[src/rtl/indexed_list_store_assert.svh]
// Assertion macros for the indexed list store RTL, included by the sequencer ils_ctrl.
`ifndef INDEXED_LIST_STORE_ASSERT_SVH
`define INDEXED_LIST_STORE_ASSERT_SVH
`ifndef NO_ASSERTIONS
// Check that cons holds in the same cycle as ante.
`define ILS_ASSERT_NOW(lbl, clk, rst_n, ante, cons, msg) \
	lbl: assert property (@(posedge clk) disable iff (!rst_n) (ante) |-> (cons)) \
		else $error(msg);
// Check that cons holds in the cycle after ante.
`define ILS_ASSERT_NEXT(lbl, clk, rst_n, ante, cons, msg) \
	lbl: assert property (@(posedge clk) disable iff (!rst_n) (ante) |=> (cons)) \
		else $error(msg);
`else
`define ILS_ASSERT_NOW(lbl, clk, rst_n, ante, cons, msg)
`define ILS_ASSERT_NEXT(lbl, clk, rst_n, ante, cons, msg)
`endif
`endif

[src/rtl/ils_pkg.sv]
// Shared types and constants of the indexed list store.
`default_nettype none
package ils_pkg;

	localparam int DATA_W    = 32;
	localparam int IDX_W     = 10;
	localparam int CNT_W     = 11;
	localparam int DEPTH_DEF = 1024;

	typedef enum logic [2:0] {
		K_APPEND = 3'd0,
		K_READ   = 3'd1,
		K_WRITE  = 3'd2,
		K_REMOVE = 3'd3,
		K_RANGE  = 3'd4,
		K_CLEAR  = 3'd5,
		K_LAST   = 3'd6
	} kind_t;

	typedef enum logic [1:0] {
		ST_OK    = 2'd0,
		ST_RANGE = 2'd1,
		ST_FULL  = 2'd2,
		ST_EMPTY = 2'd3
	} stat_t;

	typedef enum logic [1:0] {
		S_IDLE,
		S_SHIFT,
		S_READ
	} state_t;

	// Broadcast controls from the sequencer to every cell.
	typedef struct packed {
		logic wr;       // write wdata into the cell at pos
		logic rd_load;  // tap the word at pos into the read chain
		logic rd_shift; // move the read chain one cell toward cell 0
		logic shift;    // cells at or above pos take the upper neighbor's word
	} cell_ctl_t;

endpackage
`default_nettype wire

[src/rtl/ils_ctrl.sv]
// Command sequencer of the list: decode, count, shift and read walk.
`default_nettype none
`include "indexed_list_store_assert.svh"
module ils_ctrl #(
	parameter int DEPTH = ils_pkg::DEPTH_DEF
) (
	input  wire                             clk,
	input  wire                             arst_n,
	input  wire                             start,
	output logic                            busy,
	input  wire  [2:0]                      kind,
	input  wire  [ils_pkg::IDX_W-1:0]       index,
	input  wire  [ils_pkg::IDX_W-1:0]       index_end,
	input  wire  [ils_pkg::DATA_W-1:0]      rd_head,
	output ils_pkg::cell_ctl_t              ctl,
	output logic [$clog2(DEPTH)-1:0]        pos,
	output logic                            done,
	output logic [1:0]                      status,
	output logic [ils_pkg::DATA_W-1:0]      read_value,
	output logic [ils_pkg::CNT_W-1:0]       count
);

	localparam int CW = $clog2(DEPTH + 1);
	localparam int PW = $clog2(DEPTH);
	localparam int W  = ((CW > ils_pkg::IDX_W) ? CW : ils_pkg::IDX_W) + 1;
	localparam logic [W-1:0] DEPTH_W = W'(DEPTH);

	ils_pkg::state_t            state_q, state_d;
	logic [CW-1:0]              cnt_q, cnt_d;
	logic [CW-1:0]              step_q, step_d;
	logic [PW-1:0]              first_q, first_d;
	logic                       done_q;
	ils_pkg::stat_t             status_q, fin_status;
	logic [ils_pkg::DATA_W-1:0] rd_val_q, fin_rd;
	logic                       fin;

	logic          accept;
	logic [W-1:0]  idx_w, end_w, cnt_w, gap_w;
	logic          in_rng, rng_ok, full;
	logic          go_shift, go_read;
	ils_pkg::kind_t kind_e;

	assign accept = start && (state_q == ils_pkg::S_IDLE);
	assign kind_e = ils_pkg::kind_t'(kind);
	assign idx_w  = W'(index);
	assign end_w  = W'(index_end);
	assign cnt_w  = W'(cnt_q);
	assign gap_w  = end_w - idx_w + W'(1);
	assign in_rng = (idx_w < cnt_w);
	assign rng_ok = (idx_w <= end_w) && (end_w < cnt_w);
	assign full   = (cnt_w >= DEPTH_W);

	always_comb begin
		go_shift = 1'b0;
		go_read  = 1'b0;
		unique case (kind_e)
			ils_pkg::K_READ:   go_read  = in_rng;
			ils_pkg::K_REMOVE: go_shift = in_rng;
			ils_pkg::K_RANGE:  go_shift = rng_ok;
			ils_pkg::K_LAST:   go_read  = (cnt_q != '0);
			default: ;
		endcase
	end

	// Next state.
	always_comb begin
		state_d = state_q;
		unique case (state_q)
			ils_pkg::S_IDLE: begin
				if (accept && go_shift) begin
					state_d = ils_pkg::S_SHIFT;
				end else if (accept && go_read) begin
					state_d = ils_pkg::S_READ;
				end
			end
			ils_pkg::S_SHIFT: begin
				if (step_q == CW'(1)) state_d = ils_pkg::S_IDLE;
			end
			ils_pkg::S_READ: begin
				if (step_q == '0) state_d = ils_pkg::S_IDLE;
			end
			default: state_d = ils_pkg::S_IDLE;
		endcase
	end

	// Outputs and datapath updates.
	always_comb begin
		ctl        = '0;
		pos        = first_q;
		fin        = 1'b0;
		fin_status = ils_pkg::ST_OK;
		fin_rd     = '0;
		cnt_d      = cnt_q;
		step_d     = step_q;
		first_d    = first_q;
		unique case (state_q)
			ils_pkg::S_IDLE: begin
				if (accept) begin
					unique case (kind_e)
						ils_pkg::K_APPEND: begin
							fin = 1'b1;
							if (full) begin
								fin_status = ils_pkg::ST_FULL;
							end else begin
								ctl.wr = 1'b1;
								pos    = cnt_q[PW-1:0];
								cnt_d  = cnt_q + CW'(1);
							end
						end
						ils_pkg::K_READ: begin
							if (!in_rng) begin
								fin        = 1'b1;
								fin_status = ils_pkg::ST_RANGE;
							end else begin
								ctl.rd_load = 1'b1;
								pos         = PW'(index);
								step_d      = CW'(index);
							end
						end
						ils_pkg::K_WRITE: begin
							fin = 1'b1;
							if (!in_rng) begin
								fin_status = ils_pkg::ST_RANGE;
							end else begin
								ctl.wr = 1'b1;
								pos    = PW'(index);
							end
						end
						ils_pkg::K_REMOVE: begin
							if (!in_rng) begin
								fin        = 1'b1;
								fin_status = ils_pkg::ST_RANGE;
							end else begin
								first_d = PW'(index);
								step_d  = CW'(1);
							end
						end
						ils_pkg::K_RANGE: begin
							if (!rng_ok) begin
								fin        = 1'b1;
								fin_status = ils_pkg::ST_RANGE;
							end else begin
								first_d = PW'(index);
								step_d  = gap_w[CW-1:0];
							end
						end
						ils_pkg::K_CLEAR: begin
							fin   = 1'b1;
							cnt_d = '0;
						end
						ils_pkg::K_LAST: begin
							if (cnt_q == '0) begin
								fin        = 1'b1;
								fin_status = ils_pkg::ST_EMPTY;
							end else begin
								ctl.rd_load = 1'b1;
								pos         = PW'(cnt_q - CW'(1));
								step_d      = cnt_q - CW'(1);
							end
						end
						default: fin = 1'b1;
					endcase
				end
			end
			ils_pkg::S_SHIFT: begin
				ctl.shift = 1'b1;
				cnt_d     = cnt_q - CW'(1);
				step_d    = step_q - CW'(1);
				fin       = (step_q == CW'(1));
			end
			ils_pkg::S_READ: begin
				if (step_q == '0) begin
					fin    = 1'b1;
					fin_rd = rd_head;
				end else begin
					ctl.rd_shift = 1'b1;
					step_d       = step_q - CW'(1);
				end
			end
			default: ;
		endcase
	end

	always_ff @(posedge clk or negedge arst_n) begin
		if (!arst_n) begin
			state_q <= ils_pkg::S_IDLE;
			cnt_q   <= '0;
			done_q  <= 1'b0;
		end else begin
			state_q <= state_d;
			cnt_q   <= cnt_d;
			done_q  <= fin;
		end
	end

	always_ff @(posedge clk) begin
		step_q   <= step_d;
		first_q  <= first_d;
		status_q <= fin_status;
		rd_val_q <= fin_rd;
	end

	assign busy       = (state_q != ils_pkg::S_IDLE);
	assign done       = done_q;
	assign status     = status_q;
	assign read_value = rd_val_q;
	assign count      = ils_pkg::CNT_W'(cnt_q);

	`ILS_ASSERT_NEXT(a_accept_answers, clk, arst_n, accept, done_q || busy, "request lost")
	`ILS_ASSERT_NOW(a_done_idle, clk, arst_n, done_q, state_q == ils_pkg::S_IDLE, "done while busy")
	`ILS_ASSERT_NOW(a_count_bound, clk, arst_n, 1'b1, cnt_w <= DEPTH_W, "count above depth")
	`ILS_ASSERT_NEXT(a_shift_count, clk, arst_n, state_q == ils_pkg::S_SHIFT, cnt_q == $past(cnt_q) - CW'(1), "shift count slip")

endmodule
`default_nettype wire

[config.mk]
export PLATFORM = sky130hd
export DESIGN_NAME = ils_ctrl
export DESIGN_NICKNAME = d
export VERILOG_FILES = /design/src/rtl/ils_pkg.sv /design/src/rtl/ils_ctrl.sv
export VERILOG_INCLUDE_DIRS = /design/src /design/src/rtl
export SDC_FILE = /design/constraint.sdc
export NUM_CORES = 1
export LEC_CHECK = 0
export ABC_AREA = 1
export ABC_CLOCK_PERIOD_IN_PS = 3700
export BUFFER_PORTS_ARGS = -buffer_cell sky130_fd_sc_hd__clkbuf_2
export CORE_MARGIN = 2
export CORE_UTILIZATION = 60
export DETAILED_ROUTE_END_ITERATION = 8
export GPL_ROUTABILITY_DRIVEN = 0
export PLACE_DENSITY = 0.95
export RECOVER_POWER = 25
export REMOVE_ABC_BUFFERS = 1
export SLEW_MARGIN = 40
export SYNTH_ARGS = -nofsm -noshare
export SYNTH_HDL_FRONTEND = slang
export SYNTH_SLANG_ARGS = --single-unit
[constraint.sdc]
create_clock -name clk -period 3.7 [get_ports clk]
set_input_delay 0.74 -clock clk [delete_from_list [all_inputs] [get_ports clk]]
set_output_delay 0.74 -clock clk [all_outputs]
set_load 0.1 [all_outputs]
==> results.md <==
* Post-DRT Antenna Nets at 0
* Data required, critical path at 2.96 ns
* Arr. time, crit path at slightly below 3 ns
* Peak VDD IR at 0.719 mV
* Nets at 992
* Initial antenna violation count at 0
* CTS sink cnt at 69
* Startpoint Class: flop
* Max transition margin at 0.193
* Critical path origin: count[0]$_DFFE_PN0P_
* Kind of critical path: reg2out
* Starting Density at 0.618
* Clock buffer depth at 2
* Die Span X at 98.8 um
* Setup repair after global routing missed its margin: no
* Fill cells at 595
* Core ar. at 0.00872 mm2
* DR vias/cell at just under 6
* Synthesis-to-layout area growth at 21.0%
* # placed instances at 974
* WL/cell at 17.5 um
* Register area at roughly 0.0017 mm2
* Gr usage total at 0.355
* ANT cells at 0
* CTS tree: done
* Post-synth EDFFs at 21
* Post-synth cell types at 52
* IO Pins at between 100 and 150
* Footprint of the multi-input gates at approximately 0.0031 mm2
* Main synth FF type: dfxtp_1
* Seq cells post-synth at 69
* Pwr/cell area at 716 mW/mm2
* Vias at 5,906
* # DRC at 0
* Largest net degree at the start of global routing at 34
* First-pass GRT wire length at 27,600 um
* Total CTS buffers at 9
* Root Driver: clkbuf_8
* Min Tclk post-route at 3.66 ns
* Skew-Pair Late Insertion Delay at around 0.36 ns
* Post-synthesis sequential area ratio at 0.308
* Layout cell share with drive strength beyond 1 at 0.221
* Leak at 0.00333 uW
* Worst-margin pin slew at 1.22 ns
* Drt pass-1 iters at 6
* Iter 0 DRT Violations at 750
* Path depth of the worst reg2reg path at 15
* CTS H-Tree Depth at 3
* CP Capture Type: primary output
* Die ar. at about 0.0098 mm2
* Ys async rst share at 0.203
* Fin. max-slew vios at 0
* Final std cells w/o fill at 991
* Max Cap Viol at 0
* Dpl hpwl at 12,200 um
* Layout Utilization at 0.748
* Synth Warn # at 0
* Fin crit share at 0.988
* HP Class: in2async
* Post-Synthesis Cells at 745
* Cell area after synthesis at 0.00539 mm2
* Worst R2R Setup Slack at 0.88 ns
* Final number of setup-violating endpoints at 0
* Worst r2r src: count[5]$_DFFE_PN0P_
* Most frequent cells in the layout: nand2_1 (152), inv_1 (113), nor2_1 (85), clkbuf_2 (79), ha_1 (54)
* FP Rows at 34
* Final Hold Vio Count at 0
* FMAX at 273 MHz
* Commonest non-fill, non-tap cell in the layout: nand2_1
* Chip height at 98.8 um
* Worst hold margin at between 0.4 and 0.5 ns
* Total gr overflow at 0
* Setup crit end: pos[9]
* Worst-path clk slew at around 0.090 ns
* Fin Clk Skew at 0.0155 ns
* Vias in the first global route at 5,702
* Port-buffer cells at 118
* Final WL at 17,300 um
* FF-to-FF End: step_q[1]$_DFFE_PP_
* CP max FO at 6
* Status: complete, no violations
* Mean post-synth cell area at 7.24 um2
## cell usage after synthesis, types with 4 or more instances
master	number	area (um2)
nand2_1	152	571
o21ai_2	4	35.0
ha_1	54	676
xnor2_1	4	35.0
o21ai_1	19	95.1
nor3_2	4	40.0
inv_2	12	45.0
buf_6	5	56.3
nand4_1	8	50.1
inv_1	117	439
nor2_1	85	319
dfxtp_1	34	681
buf_2	7	35.0
a31oi_1	4	25.0
a21oi_1	34	170
edfxtp_1	21	631
o211ai_1	6	45.0
o22ai_1	6	37.5
o21ai_0	41	205
nor2_4	4	45.0
nand2_2	17	106
nand3_1	32	160
o211ai_2	4	50.1
xor2_1	12	105
dfrtp_1	14	350
## where the power goes
group	total, uW	switching [uW]	leakage [uW]	internal [uW]
Clock	737	345	0.000117	392
Sequential	1150	163	0.000645	985
Combinational	2790	2020	0.00257	770
Total	4670	2520	0.00333	2150
## timing repair
action                                 CTS  global route
gates resized for setup                  0             8
endpoints found under the hold margin    0             0
setup endpoints to repair                0             7
buffers inserted                         0             1
hold buffers                             0             0
## critical path, cell delays in order (launching register included)
cell	delay (ns)
dfrtp_1	0.52
inv_2	0.21
ha_1	0.29
nand3_4	0.11
nor2_4	0.14
nand3_2	0.11
nor2_4	0.19
nand2_2	0.13
nand2_2	0.16
nand2_1	0.08
o211ai_1	0.13
nor2_1	0.08
nor2_1	0.19
buf_12	0.21
## final cells by class
type,count,area share
clock buffers,9,0.0190
clock inverters,7,0.0159
inverters,131,0.0765
multi-input cells,530,0.480
flip-flops and latches,69,0.255
well taps,108,0.0207
repair buffers,137,0.133
## kinds of logic after synthesis
family	share of synthesized area
buffers and inverters	0.112
and+or+nand+nor	0.272
DFF	0.308
adders and majority gates	0.133
xor gates and xnor gates	0.0260
AOI/OAI and AO/OA	0.150
## flip-flops by register name, indices dropped and copies added, names as in the netlist
signal	count
first_q	10
status	2
done	1
count	11
read_value	32
state_q	2
step_q	11
## worst min-delay path by stage
stage,startpoint,to,slack (ns),depth (start not counted)
6_report,arst_n,state_q[0]$_DFFE_PN0P_,0.46,1
3_5_place_dp,state_q[1]$_DFFE_PN0P_,state_q[1]$_DFFE_PN0P_,0.53,2
2_1_floorplan,arst_n,count[0]$_DFFE_PN0P_,0.44,0
3_3_place_gp,state_q[1]$_DFFE_PN0P_,state_q[1]$_DFFE_PN0P_,0.52,2
4_1_cts,arst_n,count[5]$_DFFE_PN0P_,0.29,1
5_1_grt,arst_n,count[5]$_DFFE_PN0P_,0.51,1
## routing by layer
metal	GRT usage	vias to the layer above	part of all wire
li1	-	2675	-
met1	0.426	2606	0.35
met2	0.555	494	0.45
met3	0.0965	131	0.13
met4	0.240	0	0.078
met5	0	-	0
## stage by stage
step	setup TNS [ns]	worst slack, ns	area [um2]	total power (uW)
6_report	0	0.0428	6520	4670
5_1_grt	0	0.00549	6520	4880
4_1_cts	0	0.0281	6540	4570
3_5_place_dp	0	0.306	6310	3780
3_3_place_gp	0	0.354	6310	3710
2_1_floorplan	-4.33	-0.901	5290	3030
Power figures use the tool's default switching activity.
