==> config.mk <==
export PLATFORM = sky130hd
export DESIGN_NAME = ils_cell
export DESIGN_NICKNAME = d
export VERILOG_FILES = /design/src/rtl/indexed_list_store_assert.svh /design/src/rtl/ils_pkg.sv /design/src/rtl/ils_cell.sv
export SDC_FILE = /design/constraint.sdc
export NUM_CORES = 1
export LEC_CHECK = 0
export BUFFER_PORTS_ARGS = -buffer_cell sky130_fd_sc_hd__buf_2
export CAP_MARGIN = 20
export CORE_MARGIN = 2
export CORE_UTILIZATION = 39
export DETAILED_ROUTE_END_ITERATION = 8
export GPL_ROUTABILITY_DRIVEN = 1
export PLACE_DENSITY = 0.75
export RECOVER_POWER = 100
export SLEW_MARGIN = 20
export SYNTH_ARGS = -nofsm -noshare
export SYNTH_HDL_FRONTEND = slang
export SYNTH_SLANG_ARGS = --single-unit
==> constraint.sdc <==
create_clock -name clk -period 3.9 [get_ports clk]
set_clock_uncertainty 0.1 [all_clocks]
set_input_delay 1.17 -clock clk [delete_from_list [all_inputs] [get_ports clk]]
set_output_delay 1.17 -clock clk [all_outputs]
set_load 0.02 [all_outputs]
==> src/rtl/indexed_list_store_assert.svh <==
// Assertion macros for the indexed list store RTL, included by the sequencer ils_ctrl.
`ifndef INDEXED_LIST_STORE_ASSERT_SVH
`define INDEXED_LIST_STORE_ASSERT_SVH
`ifndef NO_ASSERTIONS
// Check that cons holds in the same cycle as ante.
`define ILS_ASSERT_NOW(lbl, clk, rst_n, ante, cons, msg) \
	lbl: assert property (@(posedge clk) disable iff (!rst_n) (ante) |-> (cons)) \
		else $error(msg);
// Check that cons holds in the cycle after ante.
`define ILS_ASSERT_NEXT(lbl, clk, rst_n, ante, cons, msg) \
	lbl: assert property (@(posedge clk) disable iff (!rst_n) (ante) |=> (cons)) \
		else $error(msg);
`else
`define ILS_ASSERT_NOW(lbl, clk, rst_n, ante, cons, msg)
`define ILS_ASSERT_NEXT(lbl, clk, rst_n, ante, cons, msg)
`endif
`endif

==> src/rtl/ils_pkg.sv <==
// Shared types and constants of the indexed list store.
`default_nettype none
package ils_pkg;

	localparam int DATA_W    = 32;
	localparam int IDX_W     = 10;
	localparam int CNT_W     = 11;
	localparam int DEPTH_DEF = 1024;

	typedef enum logic [2:0] {
		K_APPEND = 3'd0,
		K_READ   = 3'd1,
		K_WRITE  = 3'd2,
		K_REMOVE = 3'd3,
		K_RANGE  = 3'd4,
		K_CLEAR  = 3'd5,
		K_LAST   = 3'd6
	} kind_t;

	typedef enum logic [1:0] {
		ST_OK    = 2'd0,
		ST_RANGE = 2'd1,
		ST_FULL  = 2'd2,
		ST_EMPTY = 2'd3
	} stat_t;

	typedef enum logic [1:0] {
		S_IDLE,
		S_SHIFT,
		S_READ
	} state_t;

	// Broadcast controls from the sequencer to every cell.
	typedef struct packed {
		logic wr;       // write wdata into the cell at pos
		logic rd_load;  // tap the word at pos into the read chain
		logic rd_shift; // move the read chain one cell toward cell 0
		logic shift;    // cells at or above pos take the upper neighbor's word
	} cell_ctl_t;

endpackage
`default_nettype wire

==> src/rtl/ils_cell.sv <==
// One storage cell of the list: a word and one stage of the read chain.
`default_nettype none
module ils_cell #(
	parameter int          PW  = 10,
	parameter int unsigned POS = 0
) (
	input  wire                              clk,
	input  ils_pkg::cell_ctl_t               ctl,
	input  wire  [PW-1:0]                    pos,
	input  wire  [ils_pkg::DATA_W-1:0]       wdata,
	input  wire  [ils_pkg::DATA_W-1:0]       word_nxt,
	input  wire  [ils_pkg::DATA_W-1:0]       rd_nxt,
	output logic [ils_pkg::DATA_W-1:0]       word,
	output logic [ils_pkg::DATA_W-1:0]       rd
);

	localparam logic [PW-1:0] MY_POS = PW'(POS);

	logic [ils_pkg::DATA_W-1:0] word_q;
	logic [ils_pkg::DATA_W-1:0] rd_q;
	logic                       hit;
	logic                       above;

	assign hit   = (pos == MY_POS);
	assign above = (pos <= MY_POS);

	always_ff @(posedge clk) begin
		if (ctl.wr && hit) begin
			word_q <= wdata;
		end else if (ctl.shift && above) begin
			word_q <= word_nxt;
		end
	end

	// Load only the selected word, zeros elsewhere, then walk toward cell 0.
	always_ff @(posedge clk) begin
		if (ctl.rd_load) begin
			rd_q <= hit ? word_q : '0;
		end else if (ctl.rd_shift) begin
			rd_q <= rd_nxt;
		end
	end

	assign word = word_q;
	assign rd   = rd_q;

endmodule
`default_nettype wire

==> results of run 1 <==
where the power goes:
part           internal (mW)  switching [mW]  total, mW
registers              0.792         0.00756      0.800
logic                 0.0724          0.0997      0.172
clock network          0.217           0.241      0.458
flip-flops by register name (all words and copies together) (netlist names):
signal / cells
rd: 32
word: 32
metal layers:
layer,share of wire (%),vias up,wire length [um],global-route usage (%)
li1,-,1120,-,-
met3,7.4,6,509,5.56
met5,0,-,0,0
met4,1.1,0,74,5.81
met1,39,1019,2720,17.9
met2,52,96,3610,29.0
area by class of cell:
class                           instances  share of cell area [%]
Clock buffer                            9                    3.20
Inverter                               32                    3.10
Tap cell                               99                    3.20
Timing Repair Buffer                  178                    21.0
Sequential cell                        64                    49.7
Multi-Input combinational cell        104                    19.2
Clock inverter                          5                   0.679
synthesized netlist by cell type:
master | count | share of area (%)
edfxtp_1 | 64 | 65
inv_1 | 32 | 4.0
nand2_1 | 32 | 4.0
o22ai_1 | 32 | 6.7
mux2_4 | 30 | 15
clkbuf_1 | 8 | 1.0
buf_6 | 3 | 1.1
nor2_1 | 3 | 0.38
buf_1 | 2 | 0.25
mux2_2 | 2 | 0.76
nor4_2 | 2 | 0.84
nand3_1 | 1 | 0.17
nand4_2 | 1 | 0.42
or2_2 | 1 | 0.21
worst paths after layout:
kind,end,slack (ns),cells after the start
worst max-delay path,rd[12],0.79,2
worst min-delay path,rd[6],0.52,2
worst max register to register,rd[15],2.92,2
worst min register to register,rd[6],0.52,2
kinds of logic (layout without fill, tap and decap cells):
family / count (synthesis) / in the layout / synth area share (%)
AND/OR/NAND/NOR: 40 / 40 / 6.07
multiplexers: 32 / 32 / 15.9
AO/OA/AOI/OAI: 32 / 32 / 6.75
buffers and inverters: 45 / 224 / 6.45
flip-flops: 64 / 64 / 64.8
through the flow:
stage	setup WS, ns	hold slack, ns	instance area, um^2	std cells
6_report	0.786	0.519	3870	491
2_1_floorplan	0.0557	0.623	2970	213
3_3_place_gp	0.937	0.490	3930	477
4_1_cts	1.18	0.510	4080	491
5_1_grt	0.548	0.528	3870	491
3_5_place_dp	0.827	0.491	3930	477
==> summary.md, run 1 <==
| Metric | Value |
|---|---|
| Seq/Total Area, Yosys | 64.8% |
| Top cell family by delay on the critical path | simple AND/OR/NAND/NOR gates |
| Fillers | 759 |
| Die Ht | 91.2 um |
| Post-route minimum period | 3.11 ns |
| Buf+Inv Stages, Crit Path | 1 |
| Critical path arrival | 2.92 ns |
| Syn_nets | 324 |
| Die area | 8320 um^2 |
| # resized after CTS | 0 |
| GR Overflow Total | 0 |
| Root buf cell | clkbuf_8 |
| Synth-to-Final Area Change | 30.5% |
| Area occupied by registers | 1920 um^2 |
| CTS Buf Count | 9 |
| CP startpoint | ctl[2] |
| Relative slew slack | -51.8% |
| Routability cong. | 0.802 |
| Ant. Diodes | 0 |
| Routed vias | 2241 |
| Final total power | 1.43 mW |
| # nets final | 500 |
| Critical path's slowest cell | or2_0 |
| Leakage power | 1.66 nW |
| DR WL/cell | 14.1 um |
| Setup Fix Bufs, Post-CTS | 0 |
| Number of top-level pins | 175 |
| Count of pins over their slew limit | 33 |
| Final hold violation count | 0 |
| Routed Antenna Nets | 0 |
| Setup violators final | 0 |
| Clk Latency, worst-skew pair | 0.34 ns |
| Setup TNS | 0 ns |
| Post-Syn Area | 2970 um^2 |
| CTS max path bufs | 2 |
| TritonCTS clock tree | done |
| GRT Total Usage | 16.2% |
| Core Rows | 31 |
| Initial antenna violation count | 0 |
| CTS Hold Bufs | 0 |
| Ys Warns | 0 |
| CTS clk-pin slew, worst paths | 0.07 ns |
| Peak supply drop | 0.000180 V |
| CTS sink count | 64 |
| Port Buffer Count | 174 |
| Worst path max stage delay | 1.65 ns |
| Routed WL | 6910 um |
| Critical Path End Type | flip-flop |
| CP max FO | 32 |
| First-pass GRT wire length | 10400 um |
| Status | finished with violations |
| Core Area | 7290 um^2 |
| CP startpoint kind | input port |
| Unrepaired setup endpoints after global routing | no |
| CP Cell Sequence | buf_2 > or2_0 |
| CP Class | in2reg |
| Avg Cell Area, Syn | 13.9 um^2 |
| Critical path data required time | 3.70 ns |
| Netlist cell types | 14 |
| Violated checks | max-capacitance violations, max-slew violations |
| DP Wirelength | 5090 um |
| Largest net degree at the start of global routing | 65 |
| Vias per cell | 4.56 |
| DR DRC count | 0 |
| DR pass1 iterations | 7 |
| Hold WC Path Type | reg2reg |
| Iteration-0 DRC Markers | 69 |
| Reg2Reg Launch Point | word[15] |
| Max cap viols | 1 |
| Commonest non-fill, non-tap cells in the layout | buf_2, clkbuf_1, edfxtp_1 |
| Maximum clock frequency | 321 MHz |
| Synth Instances | 213 |
| Area of the multi-input gates | 742 um^2 |
| Tcrit/Tclk final | 79.9% |
| Synthesis-stage register bit count | 64 |
| Power per Cell Area | 369 nW/um^2 |
| Final Core Density | 53.1% |
| Starting density of the core | 40.7% |
| Die width | 91.2 um |
| Commonest non-fill, non-tap cell in the layout | buf_2 |
| H-tree depth | 3 |
| Worst hold start | word[6] |
| Vias in the first global route | 2228 |
| Actual slew at the worst max-slew pin | 2.28 ns |
| Share of cells above drive strength 1 | 33.4% |
No activity file was read; power rests on OpenSTA's default activity.
==> run 2, diff against run 1 <==
--- a/config.mk
+++ b/config.mk
@@ -8,10 +8,10 @@
 export BUFFER_PORTS_ARGS = -buffer_cell sky130_fd_sc_hd__buf_2
 export CAP_MARGIN = 20
 export CORE_MARGIN = 2
-export CORE_UTILIZATION = 39
+export CORE_UTILIZATION = 44
 export DETAILED_ROUTE_END_ITERATION = 8
 export GPL_ROUTABILITY_DRIVEN = 1
-export PLACE_DENSITY = 0.75
+export PLACE_DENSITY = 0.8
 export RECOVER_POWER = 100
 export SLEW_MARGIN = 20
 export SYNTH_ARGS = -nofsm -noshare
==> constraint.sdc (replaced) <==
create_clock -name clk -period 3.18 [get_ports clk]
set_clock_uncertainty 0.1 [all_clocks]
set_input_delay 0.954 -clock clk [delete_from_list [all_inputs] [get_ports clk]]
set_output_delay 0.954 -clock clk [all_outputs]
set_load 0.02 [all_outputs]
==> run 2 against run 1 <==
Sequential share of layout area decreased by 0.14 points. Highest routed layer unchanged. Power increased by 28%. First-iteration DRC count increased by 26%. Final cell count decreased by 4.1%. Clock power increased by 41%. Combinational power increased by 22%. Global-route usage increased by 2.2 points. Worst hold slack improved by 0.0011 ns. The run now ends clean. Critical endpoint is now rd[31].
==> summary.md, run 2 (same netlist as run 1, synthesis figures left out) <==
| Metric | Value |
|---|---|
| Commonest non-fill, non-tap cell in the layout | buf_2 |
| Hold WC Path Type | reg2reg |
| Placed cells | 456 (-4.4%) |
| Die area | 7410 um^2 (-11%) |
| Commonest non-fill, non-tap cells in the layout | buf_2, clkbuf_1, edfxtp_1 |
| Tcrit/Tclk final | 75.1% |
| Final Instance Area | 3880 um^2 (+0.29%) |
| CP Cell Sequence | buf_2 > nor4_1 > nand3_1 > clkbuf_2 > o22ai_1 |
| Status | finished, final reports clean |
| Synth-to-Final Area Change | 30.8% |
| Dpl ws | 0.596 ns (-0.231 ns) |
| Fillers | 601 (-21%) |
| Setup Fix Bufs, Post-CTS | 0 (unchanged) |
| Leakage power | 1.68 nW (+1.3%) |
| Power per Cell Area | 473 nW/um^2 (+28%) |
| CP max FO | 32 (unchanged) |
| GR Overflow Total | 0 (unchanged) |
| Unrepaired setup endpoints after global routing | no |
| Placed Area | 3910 um^2 (-0.51%) |
| Vias in the first global route | 2192 (-1.6%) |
| Critical path arrival | 2.45 ns (-0.47 ns) |
| Routed WL | 6930 um (+0.19%) |
| CTS Buf Count | 9 (unchanged) |
| Count of pins over their slew limit | 0 (-100%) |
| DR DRC count | 0 (unchanged) |
| Layout Cells excl Fill | 471 (-4.1%) |
| Relative slew slack | 6.78% (+59 points) |
| # resized after CTS | 0 (unchanged) |
| Critical path data required time | 3.24 ns (-0.46 ns) |
| Initial antenna violation count | 0 (unchanged) |
| Critical Path End Type | flip-flop |
| Vias per cell | 4.76 (+4.3%) |
| Worst path max stage delay | 0.47 ns (-1.18 ns) |
| Die width | 86.1 um (-5.6%) |
| CTS max path bufs | 2 (unchanged) |
| Routed Antenna Nets | 0 (unchanged) |
| Port Buffer Count | 174 (unchanged) |
| Clk Latency, worst-skew pair | 0.33 ns (about the same) |
| Iteration-0 DRC Markers | 87 (+26%) |
| Peak supply drop | 0.000329 V (+83%) |
| Routability cong. | 0.826 (+3.0%) |
| Root buf cell | clkbuf_8 |
| CP startpoint kind | input port |
| First-pass GRT wire length | 10200 um (-1.7%) |
| DP Wirelength | 5150 um (+1.0%) |
| Setup violators final | 0 (unchanged) |
| Final hold violation count | 0 (unchanged) |
| Critical path's slowest cell | clkbuf_2 |
| Setup TNS | 0 ns (unchanged) |
| Core Rows | 29 (-6.5%) |
| Maximum clock frequency | 418 MHz |
| GRT Total Usage | 18.5% (+2.2 points) |
| DR pass1 iterations | 4 (-3) |
| Starting density of the core | 46.2% (+5.5 points) |
| Final worst slack | 0.790 ns (+0.00482 ns) |
| Largest net degree at the start of global routing | 65 (unchanged) |
| CTS clk-pin slew, worst paths | 0.06 ns (about the same) |
| Die Ht | 86.1 um (-5.6%) |
| Share of cells above drive strength 1 | 33.5% (+0.084 points) |
| CP Class | in2reg |
| Routed vias | 2242 (+0.045%) |
| TritonCTS clock tree | done |
| Post-route minimum period | 2.39 ns |
| Number of top-level pins | 175 (unchanged) |
| DR WL/cell | 14.7 um (+4.4%) |
| Final total power | 1.83 mW (+28%) |
| H-tree depth | 3 (unchanged) |
| Core Area | 6420 um^2 (-12%) |
| CTS sink count | 64 (unchanged) |
| Actual slew at the worst max-slew pin | 1.40 ns (-0.879 ns) |
| Max cap viols | 0 (-1) |
| CTS Hold Bufs | 0 (unchanged) |
| # nets final | 501 (+0.20%) |
| Ant. Diodes | 0 (unchanged) |
-- run 2: cell count changes in the layout (fill, tap and decap cells not counted) --
cell	change
buf_4	+3
clkbuf_1	+1
buf_2	-1
clkinvlp_4	-1
clkbuf_2	-1
bufinv_16	+1
or2_0	-1
or2_1	+1
-- run 2: worst paths after layout --
kind | slack, ns | to | cells past startpoint | from
max | 0.79 | rd[31] | 5 | pos[9]
min | 0.52 | rd[3] | 2 | word[3]
max reg2reg | 2.21 | rd[12] | 2 | word[12]
min reg2reg | 0.52 | rd[3] | 2 | word[3]
-- run 2: layout make-up --
type | instances | area [um^2] | share of cell area [%]
clock inverters | 5 | 48.8 | 1.26
clock buffers | 10 | 128 | 3.29
flip-flops and latches | 64 | 1920 | 49.5
well taps | 77 | 96.3 | 2.48
multi-input cells | 104 | 742 | 19.1
repair buffers | 179 | 825 | 21.2
inverters | 32 | 120 | 3.09
-- run 2: report_power, final --
group	switching, mW	internal [mW]
Sequential	0.00939	0.971
Clock	0.293	0.351
Combinational	0.121	0.0886
Total	0.424	1.41
-- run 2: routing by layer --
layer | wire, um | track usage [%] | vias up
li1 | - | - | 1124
met1 | 2660 | 20.6 | 1007
met2 | 3610 | 31.3 | 96
met3 | 499 | 6.35 | 15
met4 | 160 | 9.24 | 0
met5 | 0 | 0 | -
-- run 2: worst max-delay path, delay by kind of cell --
family	cells	cell delay (ns)
AND/OR/NAND/NOR	2	0.65
buffers and inverters	2	0.57
AO/OA/AOI/OAI	1	0.27
-- run 2: through the flow --
step                utilization, %  hold WS [ns]
finish                        60.4         0.520
global route                  60.4         0.553
CTS                           63.6         0.518
detailed placement            60.8         0.503
global placement              60.8         0.481
floorplan                        -         0.623
==> run 3, diff against run 2 <==
--- a/config.mk
+++ b/config.mk
@@ -5,13 +5,14 @@
 export SDC_FILE = /design/constraint.sdc
 export NUM_CORES = 1
 export LEC_CHECK = 0
+export ABC_AREA = 1
 export BUFFER_PORTS_ARGS = -buffer_cell sky130_fd_sc_hd__buf_2
 export CAP_MARGIN = 20
 export CORE_MARGIN = 2
 export CORE_UTILIZATION = 44
 export DETAILED_ROUTE_END_ITERATION = 8
 export GPL_ROUTABILITY_DRIVEN = 1
-export PLACE_DENSITY = 0.8
+export PLACE_DENSITY = 0.79
 export RECOVER_POWER = 100
 export SLEW_MARGIN = 20
 export SYNTH_ARGS = -nofsm -noshare
==> constraint.sdc (replaced) <==
create_clock -name clk -period 2.5 [get_ports clk]
set_clock_uncertainty 0.1 [all_clocks]
set_input_delay 0.75 -clock clk [delete_from_list [all_inputs] [get_ports clk]]
set_output_delay 0.75 -clock clk [all_outputs]
set_load 0.02 [all_outputs]
==> run 3 against run 2 <==
Utilization fell by 1.3 points. Die area is 5.5% higher. Synthesized cell count up 39%. Clock-buffer cell count up 4. Power is 24% higher. Worst hold slack improved by 0.0055 ns. Sequential power grew 28%. Design area rose by 4.1%. First-iteration DRC count increased by 61%. Non-clock buffer count is 5 higher. Flip-flop and latch count unchanged. Setup slack worse by 0.41 ns. Critical path type unchanged. Critical endpoint is now word[4]. Largest cell class unchanged.
==> summary.md, run 3 <==
| Metric | Value |
|---|---|
| Status | finished, final reports clean |
| Routed Antenna Nets | 0 (unchanged) |
| Final total power | 2.27 mW (+24%) |
| Maximum clock frequency | 471 MHz |
| Starting density of the core | 45.9% (-0.26 points) |
| Synthesis-stage register bit count | 64 (unchanged) |
| Iteration-0 DRC Markers | 140 (+61%) |
| Port Buffer Count | 174 (unchanged) |
| Simple logic cell fraction of the synthesized area | 24.9% (+19 points) |
| Post-Syn Area | 3140 um^2 (+5.8%) |
| Area of the multi-input gates | 965 um^2 (+30%) |
| Avg Cell Area, Syn | 10.6 um^2 (-24%) |
| Unrepaired setup endpoints after global routing | no |
| CTS Hold Bufs | 0 (unchanged) |
| Core Rows | 30 (+3.4%) |
| CTS sink count | 64 (unchanged) |
| Number of top-level pins | 175 (unchanged) |
| Critical path's slowest cell | clkbuf_1 |
| Largest net degree at the start of global routing | 33 (-49%) |
| Synth Area in Adders | 0% (unchanged) |
| Commonest non-fill, non-tap cell in the layout | nand2_1 |
| Leakage power | 1.79 nW (+6.3%) |
| TritonCTS clock tree | done |
| Vias in the first global route | 2615 (+19%) |
| Number of synthesized flops with an enable pin | 64 (unchanged) |
| Relative slew slack | 6.15% (-0.62 points) |
| Setup violators final | 0 (unchanged) |
| Critical path arrival | 1.99 ns (-0.46 ns) |
| CTS Buf Count | 9 (unchanged) |
| Syn_nets | 408 (+26%) |
| Max cap viols | 0 (unchanged) |
| Setup TNS | 0 ns (unchanged) |
| Routability cong. | 0.840 (+1.7%) |
| Initial antenna violation count | 0 (unchanged) |
| CP startpoint kind | input port |
| First-pass GRT wire length | 12400 um (+21%) |
| Post-synth top area share | 61.2% (-3.5 points) |
| Synth Flop Type | edfxtp_1 |
| Tcrit/Tclk final | 84.9% |
| Die area | 7820 um^2 (+5.5%) |
| Die width | 88.5 um (+2.7%) |
| Vias per cell | 4.94 (+3.8%) |
| Grt met1 use | 24.7% (+4.1 points) |
| DR pass1 iterations | 4 (unchanged) |
| Synth Instances | 297 (+39%) |
| Library cell with the largest summed area after synthesis | edfxtp_1 |
| Power per Cell Area | 561 nW/um^2 (+19%) |
| Area occupied by registers | 1920 um^2 (unchanged) |
| Actual slew at the worst max-slew pin | 1.41 ns (+0.00936 ns) |
| Synth top area cells | edfxtp_1, nand2_1, o21ai_2 |
| Ys Warns | 0 (unchanged) |
| GR Overflow Total | 0 (unchanged) |
| Ant. Diodes | 0 (unchanged) |
| Post-route minimum period | 2.12 ns |
| Root buf cell | clkbuf_8 |
| Post-synthesis mux area share | 0% (-16 points) |
| Critical Path End Type | flip-flop |
| CP Cell Sequence | buf_2 > or2_4 > nor2_8 > nand2_4 > nor2_4 > clkbuf_1 |
| Seq/Total Area, Yosys | 61.2% (-3.5 points) |
| GRT Total Usage | 21.3% (+2.8 points) |
| Hold WC Path Type | reg2reg |
| Synth Area in Compound Gates | 8.57% (+1.8 points) |
| Critical path data required time | 2.37 ns (-0.87 ns) |
| CP max FO | 12 (-63%) |
| Final hold violation count | 0 (unchanged) |
| Met3 Use GR | 4.94% (-1.4 points) |
| Share of cells above drive strength 1 | 29.0% (-4.5 points) |
| Peak supply drop | 0.000271 V (-18%) |
| # nets final | 580 (+16%) |
| CP Class | in2reg |
| H-tree depth | 3 (unchanged) |
| Most Used Layer, Global Route | met2 |
| Commonest non-fill, non-tap cells in the layout | nand2_1, buf_2, clkbuf_1 |
| Routed vias | 2812 (+25%) |
| CTS max path bufs | 2 (unchanged) |
| Final Core Density | 59.1% (-1.3 points) |
| Die Ht | 88.5 um (+2.7%) |
| Netlist cell types | 17 (+3) |
| CTS clk-pin slew, worst paths | 0.06 ns (about the same) |
| Synth-to-Final Area Change | 28.7% |
| DP Wirelength | 6320 um (+23%) |
| Fillers | 648 (+7.8%) |
| Xor/xnor cell area share of the yosys netlist | 0% (unchanged) |
| Worst path max stage delay | 0.53 ns (+0.06 ns) |
| Count of pins over their slew limit | 0 (unchanged) |
| Top-count cell post-synth | nand2_1 |
| Setup Fix Bufs, Post-CTS | 0 (unchanged) |
| Core Area | 6830 um^2 (+6.4%) |
| Met2 Use GR | 37.1% (+5.8 points) |
| Largest family of logic cells by synthesized area | simple AND/OR/NAND/NOR gates |
| Routed WL | 8530 um (+23%) |
| # resized after CTS | 0 (unchanged) |
| DR DRC count | 0 (unchanged) |
| Synth cell count leaders | nand2_1, edfxtp_1, nand4_1, o21ai_2, clkbuf_1 |
| DR WL/cell | 15.0 um (+2.0%) |
| Clk Latency, worst-skew pair | 0.33 ns (about the same) |
| Asr flop ratio synth | 0% (unchanged) |
[run 3: per-layer routing]
layer  part of all wire (%)  wire length (um)
met1                     39              3330
met3                    8.1               693
met2                     51              4320
met5                      0                 0
met4                    2.2               189
[run 3: power breakdown]
| part | total, mW | internal, mW | switching (mW) |
|---|---|---|---|
| Combinational | 0.297 | 0.112 | 0.186 |
| Sequential | 1.25 | 1.24 | 0.0137 |
| Clock | 0.721 | 0.355 | 0.366 |
[run 3: final timing paths]
check | from | endpoint | slack, ns | cells after the start
worst max-delay path | pos[5] | word[4] | 0.38 | 6
worst min-delay path | word[20] | rd[20] | 0.53 | 2
worst max register to register | word[0] | rd[0] | 1.52 | 2
worst min register to register | word[20] | rd[20] | 0.53 | 2
[run 3: final cells by class]
| class | instances | share of cell area, % |
|---|---|---|
| tap | 96 | 2.97 |
| inverter | 5 | 0.465 |
| clock inverter | 1 | 0.124 |
| multi-input combinational | 205 | 23.9 |
| sequential | 64 | 47.6 |
| timing repair buffer | 184 | 21.5 |
| clock buffer | 14 | 3.53 |
[run 3: worst max-delay path, delay by kind of cell]
family        cells  cell delay, ns
buf+inv           2            0.62
simple gates      4            0.61
[run 3: kinds of logic (layout without fill, tap and decap cells)]
logic type             count (synthesis)  in the layout
AO/OA/AOI/OAI                         32             32
buffers and inverters                 28            204
flip-flops                            64             64
AND/OR/NAND/NOR                      173            173
[run 3: stage by stage]
stage | cells | setup WS (ns) | instance area [um^2] | hold slack, ns
final | 569 | 0.378 | 4040 | 0.525
after global routing | 569 | 0.271 | 4040 | 0.565
after CTS | 569 | 0.641 | 4230 | 0.529
after detailed placement | 554 | 0.284 | 4080 | 0.514
after global placement | 554 | 0.322 | 4080 | 0.511
after floorplan | 297 | 0.100 | 3150 | 0.650
